[config.mk]
export PLATFORM = sky130hd
export DESIGN_NAME = altaz_pointing_model_correction_core
export DESIGN_NICKNAME = d
export VERILOG_FILES = /design/src/rtl/azpm_pkg.sv /design/src/rtl/altaz_pointing_model_correction_core.sv
export SDC_FILE = /design/constraint.sdc
export NUM_CORES = 2
export LEC_CHECK = 0
export ABC_AREA = 0
export BUFFER_PORTS_ARGS = -buffer_cell sky130_fd_sc_hd__clkbuf_2
export CAP_MARGIN = 30
export CORE_ASPECT_RATIO = 0.6
export CORE_MARGIN = 2
export CORE_UTILIZATION = 41
export DETAILED_ROUTE_END_ITERATION = 6
export PLACE_DENSITY = 0.53
export SETUP_SLACK_MARGIN = 0.3
export SYNTH_ARGS = -nofsm -noshare
export SYNTH_HDL_FRONTEND = slang
export SYNTH_SLANG_ARGS = --single-unit
[constraint.sdc]
create_clock -name clk -period 28.2 [get_ports clk]
set_input_delay 5.64 -clock clk [delete_from_list [all_inputs] [get_ports clk]]
set_output_delay 5.64 -clock clk [all_outputs]
set_load 0.03 [all_outputs]
[src/rtl/azpm_pkg.sv]
// azpm_pkg: shared types, widths, term codes and tables for the alt-az
// pointing-model correction core. No dependencies.
package azpm_pkg;

  localparam int ANGLE_FRAC_BITS_DEF = 20;
  localparam int CORDIC_STEPS_DEF    = 24;

  // datapath widths
  localparam int ACC_W  = 36;              // term value held between multiplies
  localparam int T_W    = 34;              // cordic x, y, z and trig values
  localparam int NUM_W  = 66;              // signed dividend
  localparam int DEN_W  = 34;              // divisor magnitude
  localparam int DM_W   = NUM_W + 1;       // dividend magnitude plus rounding half
  localparam int Q_W    = DM_W + 1;        // signed quotient
  localparam int P_W    = ACC_W + 1 + T_W; // product
  localparam int SUM_W  = 40;
  localparam int DC_W   = $clog2(DM_W);
  localparam int MC_W   = $clog2(T_W);

  localparam logic signed [T_W-1:0] CORDIC_X0 = T_W'(32'h26DD3B6A);
  localparam logic [DEN_W-1:0] COEF_DIV  = DEN_W'(32'd235929600); // 3600 * 2^16
  localparam logic [DEN_W-1:0] PHASE_DIV = DEN_W'(32'd360);

  // term kinds
  localparam logic [3:0] K_IE   = 4'd0;
  localparam logic [3:0] K_IA   = 4'd1;
  localparam logic [3:0] K_CA   = 4'd2;
  localparam logic [3:0] K_AN   = 4'd3;
  localparam logic [3:0] K_AW   = 4'd4;
  localparam logic [3:0] K_NPAE = 4'd5;
  localparam logic [3:0] K_TF   = 4'd6;
  localparam logic [3:0] K_TX   = 4'd7;
  localparam logic [3:0] K_TXL  = 4'd8;
  localparam logic [3:0] K_TX5  = 4'd9;
  localparam logic [3:0] K_TX10 = 4'd10;
  localparam logic [3:0] K_TX15 = 4'd11;
  localparam logic [3:0] K_HARM = 4'd12;

  // harmonic targets
  localparam logic [1:0] TGT_AZ   = 2'd0;
  localparam logic [1:0] TGT_EL   = 2'd1;
  localparam logic [1:0] TGT_SIDE = 2'd2;
  localparam logic [1:0] TGT_NONE = 2'd3;

  // trig operand select
  localparam logic [2:0] TS_SA = 3'd0;
  localparam logic [2:0] TS_CA = 3'd1;
  localparam logic [2:0] TS_SE = 3'd2;
  localparam logic [2:0] TS_CE = 3'd3;
  localparam logic [2:0] TS_H1 = 3'd4;
  localparam logic [2:0] TS_H2 = 3'd5;

  // one evaluation pass: multiplies, negate, optional divide, then accumulate
  typedef struct packed {
    logic       en;
    logic       m1_en;
    logic [2:0] m1_sel;
    logic       m2_en;
    logic [2:0] m2_sel;
    logic       neg;
    logic       div_en;
    logic       div_se;   // divide by sin el, else cos el
    logic       to_el;
    logic       more;     // a second pass follows
  } pass_t;

  function automatic logic [31:0] atan_entry(input logic [4:0] i);
    logic [31:0] v;
    case (i)
      5'd0:  v = 32'h20000000;
      5'd1:  v = 32'h12E4051E;
      5'd2:  v = 32'h09FB385B;
      5'd3:  v = 32'h051111D4;
      5'd4:  v = 32'h028B0D43;
      5'd5:  v = 32'h0145D7E1;
      5'd6:  v = 32'h00A2F61E;
      5'd7:  v = 32'h00517C55;
      5'd8:  v = 32'h0028BE53;
      5'd9:  v = 32'h00145F2F;
      5'd10: v = 32'h000A2F98;
      5'd11: v = 32'h000517CC;
      5'd12: v = 32'h00028BE6;
      5'd13: v = 32'h000145F3;
      5'd14: v = 32'h0000A2FA;
      5'd15: v = 32'h0000517D;
      5'd16: v = 32'h000028BE;
      5'd17: v = 32'h0000145F;
      5'd18: v = 32'h00000A30;
      5'd19: v = 32'h00000518;
      5'd20: v = 32'h0000028C;
      5'd21: v = 32'h00000146;
      5'd22: v = 32'h000000A3;
      5'd23: v = 32'h00000051;
      5'd24: v = 32'h00000029;
      5'd25: v = 32'h00000014;
      5'd26: v = 32'h0000000A;
      5'd27: v = 32'h00000005;
      5'd28: v = 32'h00000003;
      5'd29: v = 32'h00000001;
      5'd30: v = 32'h00000001;
      default: v = 32'h00000000;
    endcase
    return v;
  endfunction

  // elevation floor in degrees for the limited tube-flexure kinds
  function automatic logic [3:0] tx_floor_deg(input logic [3:0] kind);
    logic [3:0] d;
    case (kind)
      K_TX5:   d = 4'd5;
      K_TX10:  d = 4'd10;
      default: d = 4'd15;
    endcase
    return d;
  endfunction

  function automatic pass_t pass_plan(input logic [3:0] kind, input logic pass_idx,
                                      input logic guard, input logic tx_ok,
                                      input logic [1:0] target, input logic f2_on);
    pass_t p;
    p = '0;
    case (kind)
      K_IE: begin
        p.en = 1'b1; p.to_el = 1'b1;
      end
      K_IA: begin
        p.en = 1'b1; p.neg = 1'b1;
      end
      K_CA: begin
        p.en = guard; p.neg = 1'b1; p.div_en = 1'b1;
      end
      K_AN: begin
        if (!pass_idx) begin
          p.en = guard; p.m1_en = 1'b1; p.m1_sel = TS_SA; p.m2_en = 1'b1;
          p.m2_sel = TS_SE; p.neg = 1'b1; p.div_en = 1'b1; p.more = 1'b1;
        end else begin
          p.en = 1'b1; p.m1_en = 1'b1; p.m1_sel = TS_CA; p.neg = 1'b1; p.to_el = 1'b1;
        end
      end
      K_AW: begin
        if (!pass_idx) begin
          p.en = guard; p.m1_en = 1'b1; p.m1_sel = TS_CA; p.m2_en = 1'b1;
          p.m2_sel = TS_SE; p.neg = 1'b1; p.div_en = 1'b1; p.more = 1'b1;
        end else begin
          p.en = 1'b1; p.m1_en = 1'b1; p.m1_sel = TS_SA; p.to_el = 1'b1;
        end
      end
      K_NPAE: begin
        p.en = guard; p.m1_en = 1'b1; p.m1_sel = TS_SE; p.neg = 1'b1; p.div_en = 1'b1;
      end
      K_TF: begin
        p.en = 1'b1; p.m1_en = 1'b1; p.m1_sel = TS_CE; p.neg = 1'b1; p.to_el = 1'b1;
      end
      K_TX, K_TXL: begin
        p.en = 1'b1; p.m1_en = 1'b1; p.m1_sel = TS_CE; p.neg = 1'b1;
        p.div_en = 1'b1; p.div_se = 1'b1; p.to_el = 1'b1;
      end
      K_TX5, K_TX10, K_TX15: begin
        p.en = tx_ok; p.m1_en = 1'b1; p.m1_sel = TS_CE; p.neg = 1'b1;
        p.div_en = 1'b1; p.div_se = 1'b1; p.to_el = 1'b1;
      end
      K_HARM: begin
        p.en = (target != TGT_NONE); p.m1_en = 1'b1; p.m1_sel = TS_H1;
        p.m2_en = f2_on; p.m2_sel = TS_H2;
        p.div_en = (target == TGT_SIDE); p.to_el = (target == TGT_EL);
      end
      default: begin
        p.en = 1'b0;
      end
    endcase
    return p;
  endfunction

endpackage

[src/rtl/altaz_pointing_model_correction_core.sv]
// altaz_pointing_model_correction_core: applies a stream of pointing-model terms
// to an alt-az position. Depends on azpm_pkg.
//
// One item at a time. A term runs its divisions on the bit-serial divider (three
// per term plus one per pass that divides), its angles through the iterative
// cordic and its factors through the serial multiplier. A result leaves through
// an output register.
// Synchronous reset clears the working position, group sums and flag.
module altaz_pointing_model_correction_core #(
  parameter int ANGLE_FRAC_BITS = azpm_pkg::ANGLE_FRAC_BITS_DEF,
  parameter int CORDIC_STEPS    = azpm_pkg::CORDIC_STEPS_DEF
) (
  input  logic        clk,
  input  logic        rst,
  input  logic        in_valid,
  output logic        in_ready,
  input  logic        start_new,
  input  logic [31:0] pos_az,
  input  logic [31:0] pos_el,
  input  logic [3:0]  term_kind,
  input  logic [31:0] coef_arcsec,
  input  logic [1:0]  harm_target,
  input  logic [1:0]  harm_factor1,
  input  logic [6:0]  harm_freq1,
  input  logic [2:0]  harm_factor2,
  input  logic [6:0]  harm_freq2,
  input  logic        group_end,
  input  logic        model_end,
  output logic        out_valid,
  input  logic        out_ready,
  output logic [31:0] corr_az,
  output logic [31:0] corr_el,
  output logic        saturated
);

  localparam int ACC_W = azpm_pkg::ACC_W;
  localparam int T_W   = azpm_pkg::T_W;
  localparam int NUM_W = azpm_pkg::NUM_W;
  localparam int DEN_W = azpm_pkg::DEN_W;
  localparam int DM_W  = azpm_pkg::DM_W;
  localparam int Q_W   = azpm_pkg::Q_W;
  localparam int P_W   = azpm_pkg::P_W;
  localparam int SUM_W = azpm_pkg::SUM_W;
  localparam int DC_W  = azpm_pkg::DC_W;
  localparam int MC_W  = azpm_pkg::MC_W;
  localparam int CI_W  = $clog2(CORDIC_STEPS);

  localparam logic [4:0] S_IDLE  = 5'd0;
  localparam logic [4:0] S_CDIV  = 5'd1;
  localparam logic [4:0] S_PAZ   = 5'd2;
  localparam logic [4:0] S_PEL   = 5'd3;
  localparam logic [4:0] S_CORA  = 5'd4;
  localparam logic [4:0] S_CORE  = 5'd5;
  localparam logic [4:0] S_HARM1 = 5'd6;
  localparam logic [4:0] S_HARM2 = 5'd7;
  localparam logic [4:0] S_HARM3 = 5'd8;
  localparam logic [4:0] S_PASS  = 5'd9;
  localparam logic [4:0] S_M1    = 5'd10;
  localparam logic [4:0] S_M2    = 5'd11;
  localparam logic [4:0] S_NEG   = 5'd12;
  localparam logic [4:0] S_DV    = 5'd13;
  localparam logic [4:0] S_ACC   = 5'd14;
  localparam logic [4:0] S_END   = 5'd15;
  localparam logic [4:0] S_OUT   = 5'd16;
  localparam logic [4:0] S_DIV   = 5'd17;
  localparam logic [4:0] S_DIVF  = 5'd18;
  localparam logic [4:0] S_MUL   = 5'd19;
  localparam logic [4:0] S_MULF  = 5'd20;
  localparam logic [4:0] S_COR   = 5'd21;
  localparam logic [4:0] S_CORF  = 5'd22;

  localparam logic signed [P_W-1:0] MUL_HALF = P_W'(64'd536870912);
  localparam logic signed [Q_W-1:0] DZ_POS   = Q_W'(64'sd2147483648);
  localparam logic signed [Q_W-1:0] DZ_NEG   = Q_W'(-64'sd2147483649);

  logic [4:0] state, ret;

  // latched item
  logic [3:0]  k_kind;
  logic [31:0] k_coef;
  logic [1:0]  k_tgt, k_f1;
  logic [2:0]  k_f2;
  logic [6:0]  k_fr1, k_fr2;
  logic        k_gend, k_mend;

  // model state
  logic signed [31:0]    work_az, work_el;
  logic signed [SUM_W-1:0] sum_az, sum_el;
  logic                  sat;

  logic                    pass_idx;
  logic signed [ACC_W-1:0] cval, acc;
  logic [31:0]             pa, pe;
  logic signed [T_W-1:0]   sa, ca, se, ce, h1, h2;

  // serial divider
  logic [DM_W-1:0]  dnum, dq;
  logic [DEN_W-1:0] drem, dden;
  logic [DC_W-1:0]  dcnt;
  logic             dneg, dn_neg, dzero;
  logic signed [Q_W-1:0] dres;

  // serial multiplier
  logic signed [ACC_W:0]  mcand;
  logic [T_W-1:0]         tmag;
  logic signed [P_W-1:0]  prod;
  logic [MC_W-1:0]        mcnt;

  // iterative cordic
  logic signed [T_W-1:0] cx, cy, cz;
  logic [CI_W-1:0]       ccnt;
  logic                  cflip;

  // control and operands
  azpm_pkg::pass_t plan;
  logic        f2_on, guard, tx_ok;
  logic [39:0] wel40, thr;
  logic        div_go, mul_go, cor_go;
  logic signed [NUM_W-1:0] div_n;
  logic signed [DEN_W-1:0] div_d;
  logic signed [T_W-1:0]   mul_t;
  logic [31:0] cor_p, hp1, hp2;

  assign in_ready = (state == S_IDLE);
  assign f2_on    = !k_f2[2];
  assign wel40    = {{8{work_el[31]}}, work_el};
  assign guard    = (wel40 != (40'd90 << ANGLE_FRAC_BITS)) &&
                    (wel40 != (40'd270 << ANGLE_FRAC_BITS));
  assign thr      = 40'(azpm_pkg::tx_floor_deg(k_kind)) << ANGLE_FRAC_BITS;
  assign tx_ok    = $signed(wel40) > $signed(thr);
  assign plan     = azpm_pkg::pass_plan(k_kind, pass_idx, guard, tx_ok, k_tgt, f2_on);
  assign hp1      = (k_f1[1] ? pe : pa) * 32'(k_fr1);
  assign hp2      = (k_f2[1] ? pe : pa) * 32'(k_fr2);

  function automatic logic signed [T_W-1:0] trig_pick(input logic [2:0] sel,
      input logic signed [T_W-1:0] vsa, input logic signed [T_W-1:0] vca,
      input logic signed [T_W-1:0] vse, input logic signed [T_W-1:0] vce,
      input logic signed [T_W-1:0] vh1, input logic signed [T_W-1:0] vh2);
    logic signed [T_W-1:0] t;
    case (sel)
      azpm_pkg::TS_SA: t = vsa;
      azpm_pkg::TS_CA: t = vca;
      azpm_pkg::TS_SE: t = vse;
      azpm_pkg::TS_CE: t = vce;
      azpm_pkg::TS_H1: t = vh1;
      default:         t = vh2;
    endcase
    return t;
  endfunction

  always_comb begin
    div_go = 1'b0;
    div_n  = '0;
    div_d  = $signed(azpm_pkg::PHASE_DIV);
    case (state)
      S_CDIV: begin
        div_go = 1'b1;
        div_n  = $signed({{(NUM_W-32){k_coef[31]}}, k_coef}) <<< ANGLE_FRAC_BITS;
        div_d  = $signed(azpm_pkg::COEF_DIV);
      end
      S_PAZ: begin
        div_go = 1'b1;
        div_n  = $signed({{(NUM_W-32){work_az[31]}}, work_az}) <<< (32 - ANGLE_FRAC_BITS);
      end
      S_PEL: begin
        div_go = 1'b1;
        div_n  = $signed({{(NUM_W-32){work_el[31]}}, work_el}) <<< (32 - ANGLE_FRAC_BITS);
      end
      S_DV: begin
        div_go = plan.div_en;
        div_n  = $signed({{(NUM_W-ACC_W){acc[ACC_W-1]}}, acc}) <<< 30;
        div_d  = plan.div_se ? se : ce;
      end
      default: begin
        div_go = 1'b0;
      end
    endcase
  end

  assign mul_go = ((state == S_M1) && plan.m1_en) || ((state == S_M2) && plan.m2_en);
  assign mul_t  = trig_pick((state == S_M1) ? plan.m1_sel : plan.m2_sel,
                            sa, ca, se, ce, h1, h2);

  always_comb begin
    case (state)
      S_CORA:  cor_p = pa;
      S_CORE:  cor_p = pe;
      S_HARM1: cor_p = hp1;
      default: cor_p = hp2;
    endcase
  end
  assign cor_go = (state == S_CORA) || (state == S_CORE) ||
                  ((state == S_HARM1) && (k_kind == azpm_pkg::K_HARM)) ||
                  ((state == S_HARM2) && f2_on);

  // divider step
  logic [DEN_W:0] d_r2;
  logic           d_fit;
  assign d_r2  = {drem, dnum[DM_W-1]};
  assign d_fit = d_r2 >= {1'b0, dden};

  // divider setup
  logic [NUM_W-1:0] d_un;
  logic [DEN_W-1:0] d_ud;
  assign d_un = div_n[NUM_W-1] ? NUM_W'(-div_n) : NUM_W'(div_n);
  assign d_ud = div_d[DEN_W-1] ? DEN_W'(-div_d) : DEN_W'(div_d);

  // multiplier rounding
  logic signed [P_W-1:0] mul_rnd;
  logic signed [ACC_W:0] acc_ext;
  assign mul_rnd = (prod + MUL_HALF) >>> 30;
  assign acc_ext = {acc[ACC_W-1], acc};

  // cordic step
  logic signed [T_W-1:0] cx_sh, cy_sh, c_at;
  logic [31:0]           c_padd;
  logic [31:0]           c_pp;
  assign cx_sh  = cx >>> ccnt;
  assign cy_sh  = cy >>> ccnt;
  assign c_at   = $signed({2'b00, azpm_pkg::atan_entry(5'(ccnt))});
  assign c_padd = cor_p + 32'h40000000;
  assign c_pp   = {cor_p[31] ^ c_padd[31], cor_p[30:0]};

  // term clamp and accumulate
  logic                   tv_hi, tv_lo;
  logic signed [31:0]     tv;
  logic signed [SUM_W:0]  tsum;
  logic signed [SUM_W-1:0] tsum_sat;
  assign tv_hi = !dres[Q_W-1] && (|dres[Q_W-2:31]);
  assign tv_lo = dres[Q_W-1] && !(&dres[Q_W-2:31]);
  assign tv    = tv_hi ? 32'sh7FFFFFFF : (tv_lo ? 32'sh80000000 : dres[31:0]);
  assign tsum  = {(plan.to_el ? sum_el[SUM_W-1] : sum_az[SUM_W-1]),
                  (plan.to_el ? sum_el : sum_az)} + {{(SUM_W-31){tv[31]}}, tv};
  assign tsum_sat = (tsum[SUM_W] != tsum[SUM_W-1]) ?
                    (tsum[SUM_W] ? {1'b1, {(SUM_W-1){1'b0}}} : {1'b0, {(SUM_W-1){1'b1}}}) :
                    tsum[SUM_W-1:0];

  // position update at group or model end
  logic signed [SUM_W:0] upd_az, upd_el;
  logic                  az_ovf, el_ovf;
  logic signed [31:0]    new_az, new_el;
  assign upd_az = {{(SUM_W-31){work_az[31]}}, work_az} - {sum_az[SUM_W-1], sum_az};
  assign upd_el = {{(SUM_W-31){work_el[31]}}, work_el} - {sum_el[SUM_W-1], sum_el};
  assign az_ovf = !((&upd_az[SUM_W:31]) || !(|upd_az[SUM_W:31]));
  assign el_ovf = !((&upd_el[SUM_W:31]) || !(|upd_el[SUM_W:31]));
  assign new_az = az_ovf ? (upd_az[SUM_W] ? 32'sh80000000 : 32'sh7FFFFFFF) : upd_az[31:0];
  assign new_el = el_ovf ? (upd_el[SUM_W] ? 32'sh80000000 : 32'sh7FFFFFFF) : upd_el[31:0];

  always_ff @(posedge clk) begin
    if (rst) begin
      state     <= S_IDLE;
      ret       <= S_IDLE;
      out_valid <= 1'b0;
      work_az   <= '0;
      work_el   <= '0;
      sum_az    <= '0;
      sum_el    <= '0;
      sat       <= 1'b0;
      pass_idx  <= 1'b0;
    end else begin
      if (out_valid && out_ready) begin
        out_valid <= 1'b0;
      end
      case (state)
        S_IDLE: begin
          if (in_valid) begin
            k_kind <= term_kind;
            k_coef <= coef_arcsec;
            k_tgt  <= harm_target;
            k_f1   <= harm_factor1;
            k_fr1  <= harm_freq1;
            k_f2   <= harm_factor2;
            k_fr2  <= harm_freq2;
            k_gend <= group_end;
            k_mend <= model_end;
            pass_idx <= 1'b0;
            if (start_new) begin
              work_az <= pos_az;
              work_el <= pos_el;
              sum_az  <= '0;
              sum_el  <= '0;
              sat     <= 1'b0;
            end
            state <= S_CDIV;
          end
        end
        S_CDIV: begin
          ret <= S_PAZ; state <= S_DIV;
        end
        S_PAZ: begin
          cval <= dres[ACC_W-1:0];
          ret <= S_PEL; state <= S_DIV;
        end
        S_PEL: begin
          pa <= dres[31:0];
          ret <= S_CORA; state <= S_DIV;
        end
        S_CORA: begin
          pe <= dres[31:0];
          ret <= S_CORE; state <= S_COR;
        end
        S_CORE: begin
          sa <= cy; ca <= cx;
          ret <= S_HARM1; state <= S_COR;
        end
        S_HARM1: begin
          se <= cy; ce <= cx;
          if (k_kind == azpm_pkg::K_HARM) begin
            ret <= S_HARM2; state <= S_COR;
          end else begin
            state <= S_PASS;
          end
        end
        S_HARM2: begin
          h1 <= k_f1[0] ? cy : cx;
          if (f2_on) begin
            ret <= S_HARM3; state <= S_COR;
          end else begin
            state <= S_PASS;
          end
        end
        S_HARM3: begin
          h2 <= k_f2[0] ? cy : cx;
          state <= S_PASS;
        end
        S_PASS: begin
          acc <= cval;
          if (plan.en) begin
            state <= S_M1;
          end else if (plan.more) begin
            pass_idx <= 1'b1;
          end else begin
            state <= S_END;
          end
        end
        S_M1: begin
          if (plan.m1_en) begin
            ret <= S_M2; state <= S_MUL;
          end else begin
            state <= S_M2;
          end
        end
        S_M2: begin
          if (plan.m2_en) begin
            ret <= S_NEG; state <= S_MUL;
          end else begin
            state <= S_NEG;
          end
        end
        S_NEG: begin
          if (plan.neg) begin
            acc <= -acc;
          end
          state <= S_DV;
        end
        S_DV: begin
          if (plan.div_en) begin
            ret <= S_ACC; state <= S_DIV;
          end else begin
            dres  <= $signed({{(Q_W-ACC_W){acc[ACC_W-1]}}, acc});
            state <= S_ACC;
          end
        end
        S_ACC: begin
          if (tv_hi || tv_lo || (tsum[SUM_W] != tsum[SUM_W-1])) begin
            sat <= 1'b1;
          end
          if (plan.to_el) begin
            sum_el <= tsum_sat;
          end else begin
            sum_az <= tsum_sat;
          end
          if (plan.more) begin
            pass_idx <= 1'b1;
            state    <= S_PASS;
          end else begin
            state <= S_END;
          end
        end
        S_END: begin
          if (k_gend || k_mend) begin
            work_az <= new_az;
            work_el <= new_el;
            sum_az  <= '0;
            sum_el  <= '0;
            if (az_ovf || el_ovf) begin
              sat <= 1'b1;
            end
          end
          state <= k_mend ? S_OUT : S_IDLE;
        end
        S_OUT: begin
          if (!out_valid || out_ready) begin
            corr_az   <= work_az;
            corr_el   <= work_el;
            saturated <= sat;
            out_valid <= 1'b1;
            state     <= S_IDLE;
          end
        end
        S_DIV: begin
          if (d_fit) begin
            drem <= DEN_W'(d_r2 - {1'b0, dden});
          end else begin
            drem <= d_r2[DEN_W-1:0];
          end
          dnum <= {dnum[DM_W-2:0], 1'b0};
          dq   <= {dq[DM_W-2:0], d_fit};
          dcnt <= dcnt + 1'b1;
          if (dcnt == DC_W'(DM_W - 1)) begin
            state <= S_DIVF;
          end
        end
        S_DIVF: begin
          if (dzero) begin
            sat  <= 1'b1;
            dres <= dn_neg ? DZ_NEG : DZ_POS;
          end else begin
            dres <= dneg ? -$signed({1'b0, dq}) : $signed({1'b0, dq});
          end
          state <= ret;
        end
        S_MUL: begin
          prod <= (prod <<< 1) +
                  (tmag[T_W-1] ? $signed({{(P_W-ACC_W-1){mcand[ACC_W]}}, mcand}) :
                                 $signed(P_W'(0)));
          tmag <= {tmag[T_W-2:0], 1'b0};
          mcnt <= mcnt + 1'b1;
          if (mcnt == MC_W'(T_W - 1)) begin
            state <= S_MULF;
          end
        end
        S_MULF: begin
          acc   <= mul_rnd[ACC_W-1:0];
          state <= ret;
        end
        S_COR: begin
          if (!cz[T_W-1]) begin
            cx <= cx - cy_sh;
            cy <= cy + cx_sh;
            cz <= cz - c_at;
          end else begin
            cx <= cx + cy_sh;
            cy <= cy - cx_sh;
            cz <= cz + c_at;
          end
          ccnt <= ccnt + 1'b1;
          if (ccnt == CI_W'(CORDIC_STEPS - 1)) begin
            state <= S_CORF;
          end
        end
        S_CORF: begin
          if (cflip) begin
            cx <= -cx;
            cy <= -cy;
          end
          state <= ret;
        end
        default: begin
          state <= S_IDLE;
        end
      endcase

      // shared unit loads
      if (div_go) begin
        dnum   <= {1'b0, d_un} + {{(DM_W-DEN_W+1){1'b0}}, d_ud[DEN_W-1:1]};
        drem   <= '0;
        dq     <= '0;
        dden   <= d_ud;
        dcnt   <= '0;
        dn_neg <= div_n[NUM_W-1];
        dneg   <= div_n[NUM_W-1] ^ div_d[DEN_W-1];
        dzero  <= (div_d == '0);
      end
      if (mul_go) begin
        mcand <= mul_t[T_W-1] ? -acc_ext : acc_ext;
        tmag  <= mul_t[T_W-1] ? T_W'(-mul_t) : T_W'(mul_t);
        prod  <= '0;
        mcnt  <= '0;
      end
      if (cor_go) begin
        cflip <= c_padd[31];
        cz    <= $signed({{(T_W-32){c_pp[31]}}, c_pp});
        cx    <= azpm_pkg::CORDIC_X0;
        cy    <= '0;
        ccnt  <= '0;
      end
    end
  end

  // a zero divisor always leaves the saturation flag set
  a_divzero_sat: assert property (@(posedge clk) disable iff (rst)
    (state == S_DIVF && dzero) |=> sat)
    else $error("zero divisor did not set saturation flag");

  // group sums are cleared after a group or model end
  a_group_clear: assert property (@(posedge clk) disable iff (rst)
    (state == S_END && (k_gend || k_mend)) |=> (sum_az == '0 && sum_el == '0))
    else $error("group sums not cleared at group end");

  // a result only appears from the output state
  a_out_src: assert property (@(posedge clk) disable iff (rst)
    (!$past(rst) && $rose(out_valid)) |-> $past(state) == S_OUT)
    else $error("result raised outside output state");

endmodule
==> summary.txt <==
Run status
  • Outcome: finished, violations left
  • Failing checks: design-rule violations

Setup path
  • CP Buf/Inv Count: 3
  • CP max stage cell: dfxtp_1
  • Max incr delay on CP: 0.85 ns
  • Setup crit start kind: flop
  • Max FO, Critical Path: 37
  • Worst reg2reg startpoint: state[4]
  • CP top delay family: simple AND/OR/NAND/NOR gates
  • Kind of critical path: reg2reg
  • Register-to-Register Path Depth: 27
  • Critical Path Sink Type: flop
  • FF-to-FF setup slack: 19.48 ns
  • Data arrival, critical path: 9.28 ns
  • Worst EP required: 28.76 ns
  • Worst reg2reg endpoint: dnum[59]

Routing
  • Vias: 78545
  • Vias/cell: 6.02
  • Pre-antenna DRT Iters: 7
  • DR WL/cell: 25.7 um
  • Final ANT Viol Nets: 0
  • First DRT Iteration DRCs: 9633
  • Final wirelength: 336000 um
  • Residual DRC: 1

Synth
  • Synthesized area per cell: 9.25 sq um
  • Post-synth cell types: 95
  • Seq/Total Area, Yosys: 0.365
  • Post-synth EDFFs: 995
  • Post-Syn Instances: 9963
  • Seq cells post-synth: 1181
  • Asr flop ratio synth: 0
  • Yosys warnings: 0
  • Cell Area, Synth: 92100 sq um
  • Ys flop type: edfxtp_1
  • Net Count, Synth: between 10000 and 15000

Finish
  • Layout cells sized above 1: 0.0955
  • Nets: ~11000
  • Finished Layout Cells: 13044
  • Fillers: 21361
  • Footprint of the multi-input gates: 54700 sq um
  • Finished Cell Area: 102000 sq um
  • Area taken by flip-flops and latches: 33600 sq um
  • Area grow syn2layout: 10.2%

Placed design
  • PortBufs: 194
  • Placed Cells: 12782
  • Placer congestion estimate: between 0.9 and 1
  • DP Wirelength: 256000 um
  • Area after DPL: 96700 sq um

Clocking
  • Sink Count: around 1200
  • CTS tree: yes
  • Longest Clk Path Bufs: 4
  • H-tree depth: 4
  • # hold bufs at CTS: 0
  • Setup Buffers After CTS: 0
  • Clk_lat worst skew: 0.82 ns
  • Total CTS buffers: 139
  • Clk slew on worst S/H paths: about 0.060 ns
  • CTS root buf: clkbuf_16
  • CTS resizes: 0

Die
  • Io pins: 195
  • Die width: between 600 and 700 um
  • Die Y: 371 um
  • Starting Density: 0.413
  • Core Area: 223000 sq um
  • Die Area: 229000 sq um
  • Rows: 134

Timing
  • Total Neg Setup Slack: 0 ns
  • Worst slew margin: 0.255
  • Tmin final: just under 9 ns
  • Clock Skews: 0.0458 ns
  • Max Slew Vio Count: 0
  • Max Fclk: 0.115 GHz
  • RSZ-0062 raised after global routing: false
  • Final period util: 0.309
  • Worst-Margin Slew: 1.12 ns
  • Final Hold Viols: 0
  • Final setup vio count: 0

Power
  • Total leakage power: ~39 nW
  • Power Dens Cells: 109 nW/um^2
  • Tot Pwr: ~0.011 W
  • Peak supply drop: 0.0824 mV

Job
  • Maxcap violations: 0

Hold path
  • Type of the worst min-delay path: reg2reg
  • Hold Crit Depth: 0
  • Worst Hold End: saturated
  • HP Start: sat

Global route
  • First-pass GRT wire length: around 490000 um
  • Initial antenna violation count: 26
  • GR Util All Layers: 0.286
  • Number of global-route vias before repair: between 70000 and 80000
  • Largest net degree at the start of global routing: 159
  • Grt ovf: 0
-- layout by cell type (no fill, tap or decap), types with 145 or more instances in the layout --
master	instances
dfxtp_1	184
o21ai_0	720
nand3_1	206
nor2b_1	226
clkbuf_2	194
ha_1	441
mux2_2	145
inv_1	537
a21o_1	197
nor3_1	166
fa_1	273
and2_1	202
nor2_1	768
xor2_1	360
edfxtp_1	995
buf_4	156
xnor2_1	444
a21oi_1	668
nand2_1	1099
-- synthesized netlist by cell type (all sizes together) (34+ instances only) --
master	number	share of area
or4	35	0.0029
a31oi	100	0.0068
nand2	1105	0.045
buf	88	0.0039
fa	273	0.059
o221ai	36	0.0034
a221oi	37	0.0035
mux4	88	0.022
dfxtp	186	0.040
mux2	145	0.018
ha	441	0.060
xnor2	445	0.042
nand4	93	0.0064
a221o	37	0.0040
edfxtp	995	0.32
nor2	781	0.032
and2	206	0.014
clkbuf	456	0.019
inv	539	0.022
a21o	197	0.016
mux2i	110	0.012
or2	34	0.0023
o21ai	733	0.040
nor4	76	0.0055
nor2b	228	0.015
o21a	79	0.0064
xor2	360	0.034
o211ai	82	0.0067
and3	87	0.0059
nor3	173	0.0095
o21bai	64	0.0052
nand3	208	0.011
o31ai	60	0.0050
a21oi	678	0.037
a211oi	78	0.0064
nand2b	124	0.0084
or3	81	0.0056
o22ai	34	0.0023
a22oi	49	0.0040
-- flip-flops by register name, summed over array words and instances, names as in the netlist, 34 cells and up --
signal	count
tmag	34
cy	34
sum_el	40
dq	67
sum_az	40
se	34
acc	36
dres	68
cx	34
cz	34
cval	36
dden	34
ca	34
h1	34
h2	34
mcand	37
dnum	67
ce	34
drem	34
prod	66
sa	34
-- layout make-up --
type / count / share of cell area
sequential: 1181 / 0.331
antenna: 11 / 0.000271
tap: 2992 / 0.0369
clock inverter: 85 / 0.0107
multi-input combinational: 7696 / 0.539
timing repair buffer: 378 / 0.0266
inverter: 542 / 0.0200
clock buffer: 159 / 0.0355
-- power breakdown --
group          total, W  switching (W)  internal, W  leakage, nW
logic           0.00644        0.00398      0.00246         26.7
registers       0.00266       0.000349      0.00231         10.6
clock network   0.00195       0.000810      0.00114         2.27
-- layer usage --
metal / up-vias / global-route usage / routed length, um
li1: 35800 / - / -
met3: 360 / 0.0741 / 35200
met5: - / 0 / 52
met4: 6 / 0.0571 / 6710
met2: 3464 / 0.378 / 129000
met1: 38915 / 0.456 / 165000
-- stage by stage --
stage / utilization / setup slack, ns / hold slack [ns]
2_1_floorplan: - / 13.94 / 0.409
3_3_place_gp: 0.432 / 19.44 / 0.425
3_5_place_dp: 0.434 / 19.37 / 0.434
4_1_cts: 0.455 / 19.59 / 0.446
5_1_grt: 0.456 / 19.04 / 0.447
6_report: 0.456 / 19.48 / 0.445
-- worst register-to-register path: stages, from the launching register on --
cell and delay, ns:
dfxtp_1 0.85, and3b_1 0.36, buf_4 0.25, nand2_2 0.32
buf_4 0.50, a21oi_1 0.14, inv_1 0.09, ha_1 0.16
nand2_1 0.13, nor4_1 0.83, nand2_1 0.27, o21ai_0 0.40
nand2_1 0.11, xor2_1 0.20, ha_1 0.39, o21ai_0 0.10
nand2b_1 0.08, a21oi_1 0.09, or3_1 0.38, a21oi_1 0.27
and2_1 0.23, o31ai_1 0.16, o21a_1 0.28, or4_1 0.71
or4b_1 0.61, nor3_1 0.22, xnor2_1 0.09, mux2_2 0.27
-- how the worst max path moves through the flow --
stage                     slack [ns]      from  cells past startpoint         to
after global placement         19.44       rst                     10    c_at[9]
final                          19.48  state[4]                     27   dnum[59]
after CTS                      19.59  state[4]                     26   dnum[64]
after detailed placement       19.37  in_valid                     12  sum_el[8]
after global routing           19.04  state[4]                     28   dnum[61]
after floorplan                13.94       rst                      4    dcnt[0]
-- cell families (layout without fill, tap and decap cells) --
family / count (synthesis) / after routing / synth area share
buffers and inverters: 1086 / 1164 / 0.0446
flip-flops: 1181 / 1181 / 0.365
XOR/XNOR: 805 / 805 / 0.0765
adder cells (fa/ha/maj): 716 / 716 / 0.119
other: 0 / 11 / 0
multiplexers: 343 / 343 / 0.0512
AO/OA/AOI/OAI: 2506 / 2506 / 0.170
AND/OR/NAND/NOR: 3326 / 3326 / 0.173
Note: power is estimated with default switching activity, not from simulation.
